File: src/rtl/nhq_pkg.sv
// ----------------------------------------------------------------------------
// nhq_pkg: shared types and constants
// Item types, action and result codes, and register layout for the NVMe
// host queue pair engine.
// ----------------------------------------------------------------------------
`default_nettype none

package nhq_pkg;

  localparam int unsigned ADMIN_QUEUE_DEPTH = 32;
  localparam int unsigned IO_QUEUE_DEPTH    = 32;

  localparam int unsigned APB_ADDR_W = 4;
  localparam int unsigned APB_DATA_W = 32;

  // register indexes
  localparam logic [1:0] REG_STRIDE    = 2'd0;
  localparam logic [1:0] REG_NAMESPACE = 2'd1;
  localparam logic [1:0] REG_BLOCKS    = 2'd2;

  // input actions
  localparam logic [2:0] ACT_ADMIN_SUBMIT = 3'd0;
  localparam logic [2:0] ACT_IO_READ      = 3'd1;
  localparam logic [2:0] ACT_IO_WRITE     = 3'd2;
  localparam logic [2:0] ACT_ADMIN_CPL    = 3'd3;
  localparam logic [2:0] ACT_IO_CPL       = 3'd4;

  // result kinds
  localparam logic [2:0] KIND_SUBMITTED = 3'd0;
  localparam logic [2:0] KIND_REJECTED  = 3'd1;
  localparam logic [2:0] KIND_OK        = 3'd2;
  localparam logic [2:0] KIND_ERROR     = 3'd3;
  localparam logic [2:0] KIND_PENDING   = 3'd4;

  localparam logic [19:0] DB_BASE     = 20'h01000;
  localparam logic [9:0]  STATUS_MASK = 10'h3FF;
  localparam logic [7:0]  OPC_READ    = 8'h02;
  localparam logic [7:0]  OPC_WRITE   = 8'h01;

  // doorbell indexes: 2*qid for submission, 2*qid+1 for completion
  localparam logic [1:0] DB_ADMIN_SQ = 2'd0;
  localparam logic [1:0] DB_ADMIN_CQ = 2'd1;
  localparam logic [1:0] DB_IO_SQ    = 2'd2;
  localparam logic [1:0] DB_IO_CQ    = 2'd3;

  typedef struct packed {
    logic [3:0]  doorbell_stride_field;
    logic [31:0] namespace_id;
    logic [31:0] block_count;
  } cfg_t;

  typedef struct packed {
    logic [2:0]  action;
    logic [7:0]  opcode;
    logic [31:0] admin_namespace;
    logic [63:0] data_addr;
    logic [31:0] block_number;
    logic [31:0] dword10;
    logic [31:0] dword11;
    logic [15:0] cqe_status;
  } in_item_t;

  typedef struct packed {
    logic [2:0]  kind;
    logic [4:0]  slot_index;
    logic [15:0] command_id;
    logic [7:0]  sqe_opcode;
    logic [31:0] sqe_namespace;
    logic [63:0] sqe_data_addr;
    logic [31:0] sqe_dword10;
    logic [31:0] sqe_dword11;
    logic [19:0] doorbell_offset;
    logic [4:0]  doorbell_value;
  } out_item_t;

  // doorbell register offset: base + index * (4 << stride), 20-bit wrap
  function automatic logic [19:0] bell_offset(input logic [1:0] index,
                                              input logic [3:0] stride_field);
    logic [19:0] idx;
    idx = 20'(index);
    return DB_BASE + (idx << (5'(stride_field) + 5'd2));
  endfunction

endpackage

`default_nettype wire

File: src/rtl/nhq_cfg.sv
// ----------------------------------------------------------------------------
// nhq_cfg: configuration registers
// APB-style register file holding doorbell stride, namespace and block count.
// ----------------------------------------------------------------------------
`default_nettype none

module nhq_cfg (
  input  wire logic                                clk,
  input  wire logic                                rst,
  input  wire logic                                psel,
  input  wire logic                                penable,
  input  wire logic                                pwrite,
  input  wire logic [nhq_pkg::APB_ADDR_W-1:0]      paddr,
  input  wire logic [nhq_pkg::APB_DATA_W-1:0]      pwdata,
  output logic      [nhq_pkg::APB_DATA_W-1:0]      prdata,
  output logic                                     pready,
  output nhq_pkg::cfg_t                            cfg
);

  logic        wr_en;
  logic [1:0]  reg_index;

  assign pready    = 1'b1;
  assign wr_en     = psel && penable && pwrite && pready;
  assign reg_index = paddr[3:2];

  always_ff @(posedge clk) begin
    if (rst) begin
      cfg.doorbell_stride_field <= 4'd0;
      cfg.namespace_id          <= 32'd1;
      cfg.block_count           <= 32'd0;
    end else if (wr_en) begin
      unique case (reg_index)
        nhq_pkg::REG_STRIDE:    cfg.doorbell_stride_field <= pwdata[3:0];
        nhq_pkg::REG_NAMESPACE: cfg.namespace_id          <= pwdata;
        nhq_pkg::REG_BLOCKS:    cfg.block_count           <= pwdata;
        default: ;
      endcase
    end
  end

  always_comb begin
    unique case (reg_index)
      nhq_pkg::REG_STRIDE:    prdata = 32'(cfg.doorbell_stride_field);
      nhq_pkg::REG_NAMESPACE: prdata = cfg.namespace_id;
      nhq_pkg::REG_BLOCKS:    prdata = cfg.block_count;
      default:                prdata = '0;
    endcase
  end

endmodule

`default_nettype wire

File: src/rtl/nhq_core.sv
// ----------------------------------------------------------------------------
// nhq_core: input register, queue pointers and entry forming
// Holds one item, forms its result from the queue state in one pass and
// advances tails, heads, phases and the command id when the result moves on.
// ----------------------------------------------------------------------------
`default_nettype none

module nhq_core #(
  parameter int unsigned ADMIN_QUEUE_DEPTH = nhq_pkg::ADMIN_QUEUE_DEPTH,
  parameter int unsigned IO_QUEUE_DEPTH    = nhq_pkg::IO_QUEUE_DEPTH
) (
  input  wire logic                clk,
  input  wire logic                rst,
  input  nhq_pkg::cfg_t            cfg,
  input  wire logic                in_valid,
  output logic                     in_ready,
  input  nhq_pkg::in_item_t        in_item,
  output logic                     res_valid,
  output nhq_pkg::out_item_t       res_item,
  input  wire logic                res_take
);

  localparam int unsigned A_W = $clog2(ADMIN_QUEUE_DEPTH);
  localparam int unsigned I_W = $clog2(IO_QUEUE_DEPTH);
  localparam logic [A_W-1:0] A_LAST = A_W'(ADMIN_QUEUE_DEPTH - 1);
  localparam logic [I_W-1:0] I_LAST = I_W'(IO_QUEUE_DEPTH - 1);

  logic                 stage_valid;
  nhq_pkg::in_item_t    stage;
  logic                 advance;

  logic [A_W-1:0] admin_tail, admin_tail_next, admin_tail_inc;
  logic [A_W-1:0] admin_head, admin_head_next, admin_head_inc;
  logic           admin_phase, admin_phase_next;
  logic [I_W-1:0] io_tail, io_tail_next, io_tail_inc;
  logic [I_W-1:0] io_head, io_head_next, io_head_inc;
  logic           io_phase, io_phase_next;
  logic [15:0]    command_id, command_id_next;

  logic           known;
  logic           in_range;
  logic           is_admin;
  logic           phase_match;
  logic [9:0]     status_code;

  assign advance  = stage_valid && res_take;
  assign in_ready = !stage_valid || res_take;

  always_ff @(posedge clk) begin
    if (rst) begin
      stage_valid <= 1'b0;
    end else if (in_ready) begin
      stage_valid <= in_valid;
    end
  end

  always_ff @(posedge clk) begin
    if (in_ready && in_valid) begin
      stage <= in_item;
    end
  end

  assign admin_tail_inc = (admin_tail == A_LAST) ? '0 : admin_tail + 1'b1;
  assign admin_head_inc = (admin_head == A_LAST) ? '0 : admin_head + 1'b1;
  assign io_tail_inc    = (io_tail == I_LAST) ? '0 : io_tail + 1'b1;
  assign io_head_inc    = (io_head == I_LAST) ? '0 : io_head + 1'b1;

  assign known       = stage.action <= nhq_pkg::ACT_IO_CPL;
  assign in_range    = stage.block_number < cfg.block_count;
  assign is_admin    = stage.action == nhq_pkg::ACT_ADMIN_CPL;
  assign phase_match = stage.cqe_status[0] == (is_admin ? admin_phase : io_phase);
  assign status_code = stage.cqe_status[10:1] & nhq_pkg::STATUS_MASK;
  assign res_valid   = stage_valid && known;

  always_comb begin
    admin_tail_next  = admin_tail;
    admin_head_next  = admin_head;
    admin_phase_next = admin_phase;
    io_tail_next     = io_tail;
    io_head_next     = io_head;
    io_phase_next    = io_phase;
    command_id_next  = command_id;
    res_item         = '0;

    unique case (stage.action)
      nhq_pkg::ACT_ADMIN_SUBMIT: begin
        command_id_next          = command_id + 16'd1;
        admin_tail_next          = admin_tail_inc;
        res_item.kind            = nhq_pkg::KIND_SUBMITTED;
        res_item.slot_index      = 5'(admin_tail);
        res_item.command_id      = command_id;
        res_item.sqe_opcode      = stage.opcode;
        res_item.sqe_namespace   = stage.admin_namespace;
        res_item.sqe_data_addr   = stage.data_addr;
        res_item.sqe_dword10     = stage.dword10;
        res_item.sqe_dword11     = stage.dword11;
        res_item.doorbell_offset = nhq_pkg::bell_offset(nhq_pkg::DB_ADMIN_SQ,
                                                        cfg.doorbell_stride_field);
        res_item.doorbell_value  = 5'(admin_tail_inc);
      end
      nhq_pkg::ACT_IO_READ, nhq_pkg::ACT_IO_WRITE: begin
        if (!in_range) begin
          res_item.kind = nhq_pkg::KIND_REJECTED;
        end else begin
          command_id_next          = command_id + 16'd1;
          io_tail_next             = io_tail_inc;
          res_item.kind            = nhq_pkg::KIND_SUBMITTED;
          res_item.slot_index      = 5'(io_tail);
          res_item.command_id      = command_id;
          res_item.sqe_opcode      = (stage.action == nhq_pkg::ACT_IO_READ) ?
                                     nhq_pkg::OPC_READ : nhq_pkg::OPC_WRITE;
          res_item.sqe_namespace   = cfg.namespace_id;
          res_item.sqe_data_addr   = stage.data_addr;
          res_item.sqe_dword10     = stage.block_number;
          res_item.doorbell_offset = nhq_pkg::bell_offset(nhq_pkg::DB_IO_SQ,
                                                          cfg.doorbell_stride_field);
          res_item.doorbell_value  = 5'(io_tail_inc);
        end
      end
      nhq_pkg::ACT_ADMIN_CPL: begin
        if (!phase_match) begin
          res_item.kind = nhq_pkg::KIND_PENDING;
        end else begin
          admin_head_next = admin_head_inc;
          // flip the expected phase when the head wraps
          if (admin_head_inc == '0) admin_phase_next = !admin_phase;
          res_item.kind = (status_code != '0) ? nhq_pkg::KIND_ERROR : nhq_pkg::KIND_OK;
          res_item.doorbell_offset = nhq_pkg::bell_offset(nhq_pkg::DB_ADMIN_CQ,
                                                          cfg.doorbell_stride_field);
          res_item.doorbell_value  = 5'(admin_head_inc);
        end
      end
      nhq_pkg::ACT_IO_CPL: begin
        if (!phase_match) begin
          res_item.kind = nhq_pkg::KIND_PENDING;
        end else begin
          io_head_next = io_head_inc;
          if (io_head_inc == '0) io_phase_next = !io_phase;
          res_item.kind = (status_code != '0) ? nhq_pkg::KIND_ERROR : nhq_pkg::KIND_OK;
          res_item.doorbell_offset = nhq_pkg::bell_offset(nhq_pkg::DB_IO_CQ,
                                                          cfg.doorbell_stride_field);
          res_item.doorbell_value  = 5'(io_head_inc);
        end
      end
      default: ;  // undefined actions: drop without a result
    endcase
  end

  always_ff @(posedge clk) begin
    if (rst) begin
      admin_tail  <= '0;
      admin_head  <= '0;
      admin_phase <= 1'b1;
      io_tail     <= '0;
      io_head     <= '0;
      io_phase    <= 1'b1;
      command_id  <= 16'd1;
    end else if (advance) begin
      admin_tail  <= admin_tail_next;
      admin_head  <= admin_head_next;
      admin_phase <= admin_phase_next;
      io_tail     <= io_tail_next;
      io_head     <= io_head_next;
      io_phase    <= io_phase_next;
      command_id  <= command_id_next;
    end
  end

endmodule

`default_nettype wire

File: src/rtl/nhq_out.sv
// ----------------------------------------------------------------------------
// nhq_out: result register
// Holds one finished result until the consumer takes it.
// ----------------------------------------------------------------------------
`default_nettype none

module nhq_out (
  input  wire logic                clk,
  input  wire logic                rst,
  input  wire logic                res_valid,
  input  nhq_pkg::out_item_t       res_item,
  output logic                     res_take,
  output logic                     out_valid,
  input  wire logic                out_ready,
  output nhq_pkg::out_item_t       out_item
);

  // free when empty or the held item leaves this cycle
  assign res_take = !out_valid || out_ready;

  always_ff @(posedge clk) begin
    if (rst) begin
      out_valid <= 1'b0;
    end else if (res_take) begin
      out_valid <= res_valid;
    end
  end

  always_ff @(posedge clk) begin
    if (res_take && res_valid) begin
      out_item <= res_item;
    end
  end

endmodule

`default_nettype wire

File: src/rtl/nvme_host_queue_pair_engine_unit.sv
// ----------------------------------------------------------------------------
// nvme_host_queue_pair_engine_unit: NVMe host admin and I/O queue pair engine
// Forms submission entries and doorbell writes, tracks completion heads and
// phase tags for one admin and one I/O queue pair.
// ----------------------------------------------------------------------------
// The block takes one item per cycle while the result side drains and passes
// it from the input register, where the queue pointers are read and updated,
// to the result register. Both registers can hold an item while the consumer
// stalls, so input keeps flowing as long as the result side drains. Unknown
// actions are consumed without a result.
// Registers: 0x0 doorbell stride field, 0x4 namespace id, 0x8 block count.
`default_nettype none

module nvme_host_queue_pair_engine_unit #(
  parameter int unsigned ADMIN_QUEUE_DEPTH = nhq_pkg::ADMIN_QUEUE_DEPTH,
  parameter int unsigned IO_QUEUE_DEPTH    = nhq_pkg::IO_QUEUE_DEPTH
) (
  input  wire logic                            clk,
  input  wire logic                            rst,
  input  wire logic                            psel,
  input  wire logic                            penable,
  input  wire logic                            pwrite,
  input  wire logic [nhq_pkg::APB_ADDR_W-1:0]  paddr,
  input  wire logic [nhq_pkg::APB_DATA_W-1:0]  pwdata,
  output logic      [nhq_pkg::APB_DATA_W-1:0]  prdata,
  output logic                                 pready,
  input  wire logic                            in_valid,
  output logic                                 in_ready,
  input  nhq_pkg::in_item_t                    in_item,
  output logic                                 out_valid,
  input  wire logic                            out_ready,
  output nhq_pkg::out_item_t                   out_item
);

  nhq_pkg::cfg_t       cfg;
  logic                res_valid;
  logic                res_take;
  nhq_pkg::out_item_t  res_item;

  nhq_cfg u_cfg (
    .clk     (clk),
    .rst     (rst),
    .psel    (psel),
    .penable (penable),
    .pwrite  (pwrite),
    .paddr   (paddr),
    .pwdata  (pwdata),
    .prdata  (prdata),
    .pready  (pready),
    .cfg     (cfg)
  );

  nhq_core #(
    .ADMIN_QUEUE_DEPTH (ADMIN_QUEUE_DEPTH),
    .IO_QUEUE_DEPTH    (IO_QUEUE_DEPTH)
  ) u_core (
    .clk       (clk),
    .rst       (rst),
    .cfg       (cfg),
    .in_valid  (in_valid),
    .in_ready  (in_ready),
    .in_item   (in_item),
    .res_valid (res_valid),
    .res_item  (res_item),
    .res_take  (res_take)
  );

  nhq_out u_out (
    .clk       (clk),
    .rst       (rst),
    .res_valid (res_valid),
    .res_item  (res_item),
    .res_take  (res_take),
    .out_valid (out_valid),
    .out_ready (out_ready),
    .out_item  (out_item)
  );

endmodule

`default_nettype wire

File: config.mk
export PLATFORM = sky130hd
export DESIGN_NAME = nvme_host_queue_pair_engine_unit
export DESIGN_NICKNAME = d
export VERILOG_FILES = /design/src/rtl/nhq_pkg.sv /design/src/rtl/nhq_cfg.sv /design/src/rtl/nhq_core.sv /design/src/rtl/nhq_out.sv /design/src/rtl/nvme_host_queue_pair_engine_unit.sv
export SDC_FILE = /design/constraint.sdc
export NUM_CORES = 1
export LEC_CHECK = 0
export ABC_AREA = 1
export BUFFER_PORTS_ARGS = -buffer_cell sky130_fd_sc_hd__buf_4
export CORE_MARGIN = 2
export CORE_UTILIZATION = 45
export CTS_CLUSTER_DIAMETER = 120
export CTS_CLUSTER_SIZE = 24
export DETAILED_ROUTE_END_ITERATION = 8
export HOLD_SLACK_MARGIN = 0.08
export PLACE_DENSITY = 0.71
export SYNTH_ARGS = -nofsm -noshare
export SYNTH_HDL_FRONTEND = slang
export SYNTH_HIERARCHICAL = 1
export SYNTH_SLANG_ARGS = --single-unit
File: constraint.sdc
create_clock -name clk -period 12.9 [get_ports clk]
set_input_delay 1.29 -clock clk [delete_from_list [all_inputs] [get_ports clk]]
set_output_delay 1.29 -clock clk [all_outputs]
set_load 0.01 [all_outputs]
==> results.md <==
* Outcome: completed
* Warnings from Yosys at 6
* Critical-path maximum fanout at 36
* Synthesized Nets at 2245
* # IOs at 514
* Total negative setup slack at 0 ns
* FF+latch count, synth at 539
* Fill cells at 4030
* # nets final at 2725
* Setup crit start: paddr[2]
* Core Area at 47750 um2
* Post-synth cell types at 44
* Die area at 50170 um2
* Critical Path Source Type: input pin
* Vias post-DR at 15450
* R2R setup slack at 9.44 ns
* Max Fclk at 0.2444 GHz
* Final WL at 55930 um
* Fraction of layout cells with a size suffix above 1 at 0.2401
* Critical Path Slowest Stage Cell: nor2_4
* Initial antenna violation count at 4
* Seq/Total Area, Yosys at 0.6936
* Period utilization at 0.3172
* Vias in the first global route at 14802
* Most frequent cell after synthesis: edfxtp_1
* Htree depth at 1
* PortBufs at 505
* Total Routing Usage GR at 0.2162
* Pwr per Cell Area at 117.3 nW/um2
* DR iter-0 viols at 1003
* Worst-Skew Late Latency at 0.60 ns
* Hold depth at 2
* Pins Over Slew Limit at 0
* CTS resizes at 0
* Num CTS Buffers at 26
* Multi-input logic area at 5456 um2
* Post-route DRC at 0
* R2R Path End: u_core/admin_tail[1]
* Number of synthesized flops with an enable pin at 431
* Synth top area share at 0.5943
* GPL Wtd Cong at 0.8797
* MaxCap Viol Count at 0
* Mapped Cells at 1929
* GR Overflow Total at 0
* DP Wirelength at 40280 um
* Storage cell area at 15100 um2
* Reg2reg path depth at 10
* Asr flop ratio synth at 0
* Largest stage delay on the critical path at 0.47 ns
* CP required at 11.61 ns
* PnR worst setup slack at 8.808 ns
* Final ANT Viol Nets at 0
* Crit-path cells: buf_4 -> inv_2 -> nor2_4 -> buf_4 -> nand2_1 -> nand2_1 -> buf_4
* Minimum clock period at 4.092 ns
* Worst Skew at 0.03025 ns
* Cell Area, Synth at 21780 um2
* Root Driver: clkbuf_16
* R2R Path Start: u_core/stage[217]
* Post-synth top cells: 431 x edfxtp_1, 324 x nand2_1, 320 x nor2_1
* Cts hold-fix bufs at 0
* CP Class: in2out
* Final hold violations at 0
* Largest cells by area after synthesis: edfxtp_1 59%, dfxtp_1 9.9%, nand2_1 5.6%, nor2_1 5.5%, inv_1 4.2%
* Post-synth top area cell: edfxtp_1
* Setup crit end: prdata[5]
* Postcts setup bufs at 0
* Area Growth Syn to Fin at 23.86%
* Worst-case clock buffer depth at 3
* Largest net degree at the start of global routing at 156
* Worst Max-Slew Pin Slew at 1.173 ns
* Via-per-instance ratio at 5.077
* Mapped Avg Cell Area at 11.29 um2
* 1st-pass router iterations at 5
* Diodes inserted at 0
* Worst-path clk slew at 0.10 ns
* CTS tree: yes
* Row count at 80
* Die width at 224.0 um
* Dpl cells at 2996
* Worst setup EP type: primary output
* DR WL/cell at 18.38 um
* CP arrival at 2.80 ns
* Slew margin rel. at 0.2181
* Initial core utilization at 0.4561
* Global-route wire length before repair at 84320 um
* Unrepaired setup endpoints after global routing: no
* # setup viols final at 0
* Die Y at 224.0 um
* Min-delay worst type: reg2reg
* TritonCTS sink count at 539
* Fin cells at 3043
* VDD IR-drop max at 115.8 uV
* Crit path top cell by count: buf_4
* Post-synth top flop: edfxtp_1
* Leak at 11.34 nW
* DP Worst Slack at 8.844 ns
## cell type report
class / instances / area share
clock buffer: 46 / 0.02769
clock inverter: 1 / 0.0006031
inverter: 253 / 0.03539
multi-input combinational: 1068 / 0.2023
sequential: 539 / 0.5600
tap: 615 / 0.02853
timing repair buffer: 521 / 0.1455
## per-layer routing
metal / track usage / vias to the layer above / wire [um]
met4: 0.07204 / 8 / 1922
li1: - / 7399 / -
met3: 0.04814 / 104 / 4550
met2: 0.3696 / 610 / 27350
met1: 0.2726 / 7329 / 22070
met5: 0 / - / 44
## sequential cells by signal (all words and copies together) (netlist names)
signal	count
u_core/admin_phase	1
u_core/io_phase	1
u_out/out_valid	1
u_core/admin_tail	5
u_core/io_tail	5
u_core/admin_head	5
u_out/out_item	217
u_cfg/cfg	68
u_core/stage	214
u_core/io_head	5
u_core/stage_valid	1
u_core/command_id	16
## report_power, final
part           total (mW)  internal (mW)  switching [mW]
logic               0.259          0.110           0.148
clock network       0.930          0.398           0.532
registers            1.98           1.95          0.0270
## cells by family after synthesis
logic type	Yosys count	synth area share
AO/OA/AOI/OAI	181	0.05527
flip-flops	539	0.6936
AND/OR/NAND/NOR	815	0.1551
adder cells (fa/ha/maj)	54	0.03103
buffers and inverters	322	0.05803
XOR/XNOR	17	0.006837
other	1	0.0001722
## metrics by stage
stage / utilization / instance area [um2] / hold WS [ns] / power [mW]
finish: 0.5649 / 26970 / 0.4742 / 3.165
global route: 0.5649 / 26970 / 0.5078 / 3.281
CTS: 0.5649 / 26970 / 0.4755 / 3.195
detailed placement: 0.5489 / 26210 / 0.4591 / 2.277
global placement: 0.5489 / 26210 / 0.4502 / 2.269
floorplan: - / 21780 / 0.4334 / 2.157
## critical path: cells and delay by family
family,cells,cell delay [ns]
simple gates,3,0.71
buf+inv,4,0.78
## how the worst min path moves through the flow
stage                     slack [ns]                    to                 start
final                           0.47     u_core/io_head[3]     u_core/io_head[3]
after global routing            0.51  u_core/command_id[3]  u_core/command_id[3]
after CTS                       0.48    u_core/admin_phase    u_core/admin_phase
after detailed placement        0.46  u_core/admin_tail[3]  u_core/admin_tail[3]
after global placement          0.45    u_core/admin_phase    u_core/admin_phase
after floorplan                 0.43       u_core/io_phase       u_core/io_phase
## cells in the final DEF (no fill, tap or decap), types with 3 or more instances in the layout
cell type / Yosys / final
nor2_1: 320 / 316
ha_1: 54 / 54
dfxtp_1: 108 / 108
o22ai_1: 8 / 8
o21ai_0: 25 / 25
a21oi_1: 63 / 61
edfxtp_1: 431 / 431
o21ai_1: 3 / 3
xor2_1: 16 / 16
clkbuf_1: 16 / 19
nand2_2: 5 / 5
o21a_1: 3 / 3
nor2_4: 5 / 8
buf_4: 2 / 520
a22oi_1: 3 / 3
nand4_1: 11 / 11
clkbuf_16: 0 / 27
nor4_1: 5 / 5
nand2_1: 324 / 324
a22o_1: 63 / 63
nand3_1: 123 / 123
inv_2: 7 / 7
inv_1: 242 / 242
nor3_1: 14 / 14
nor2_2: 2 / 3
(Power assumes the default switching activity.)
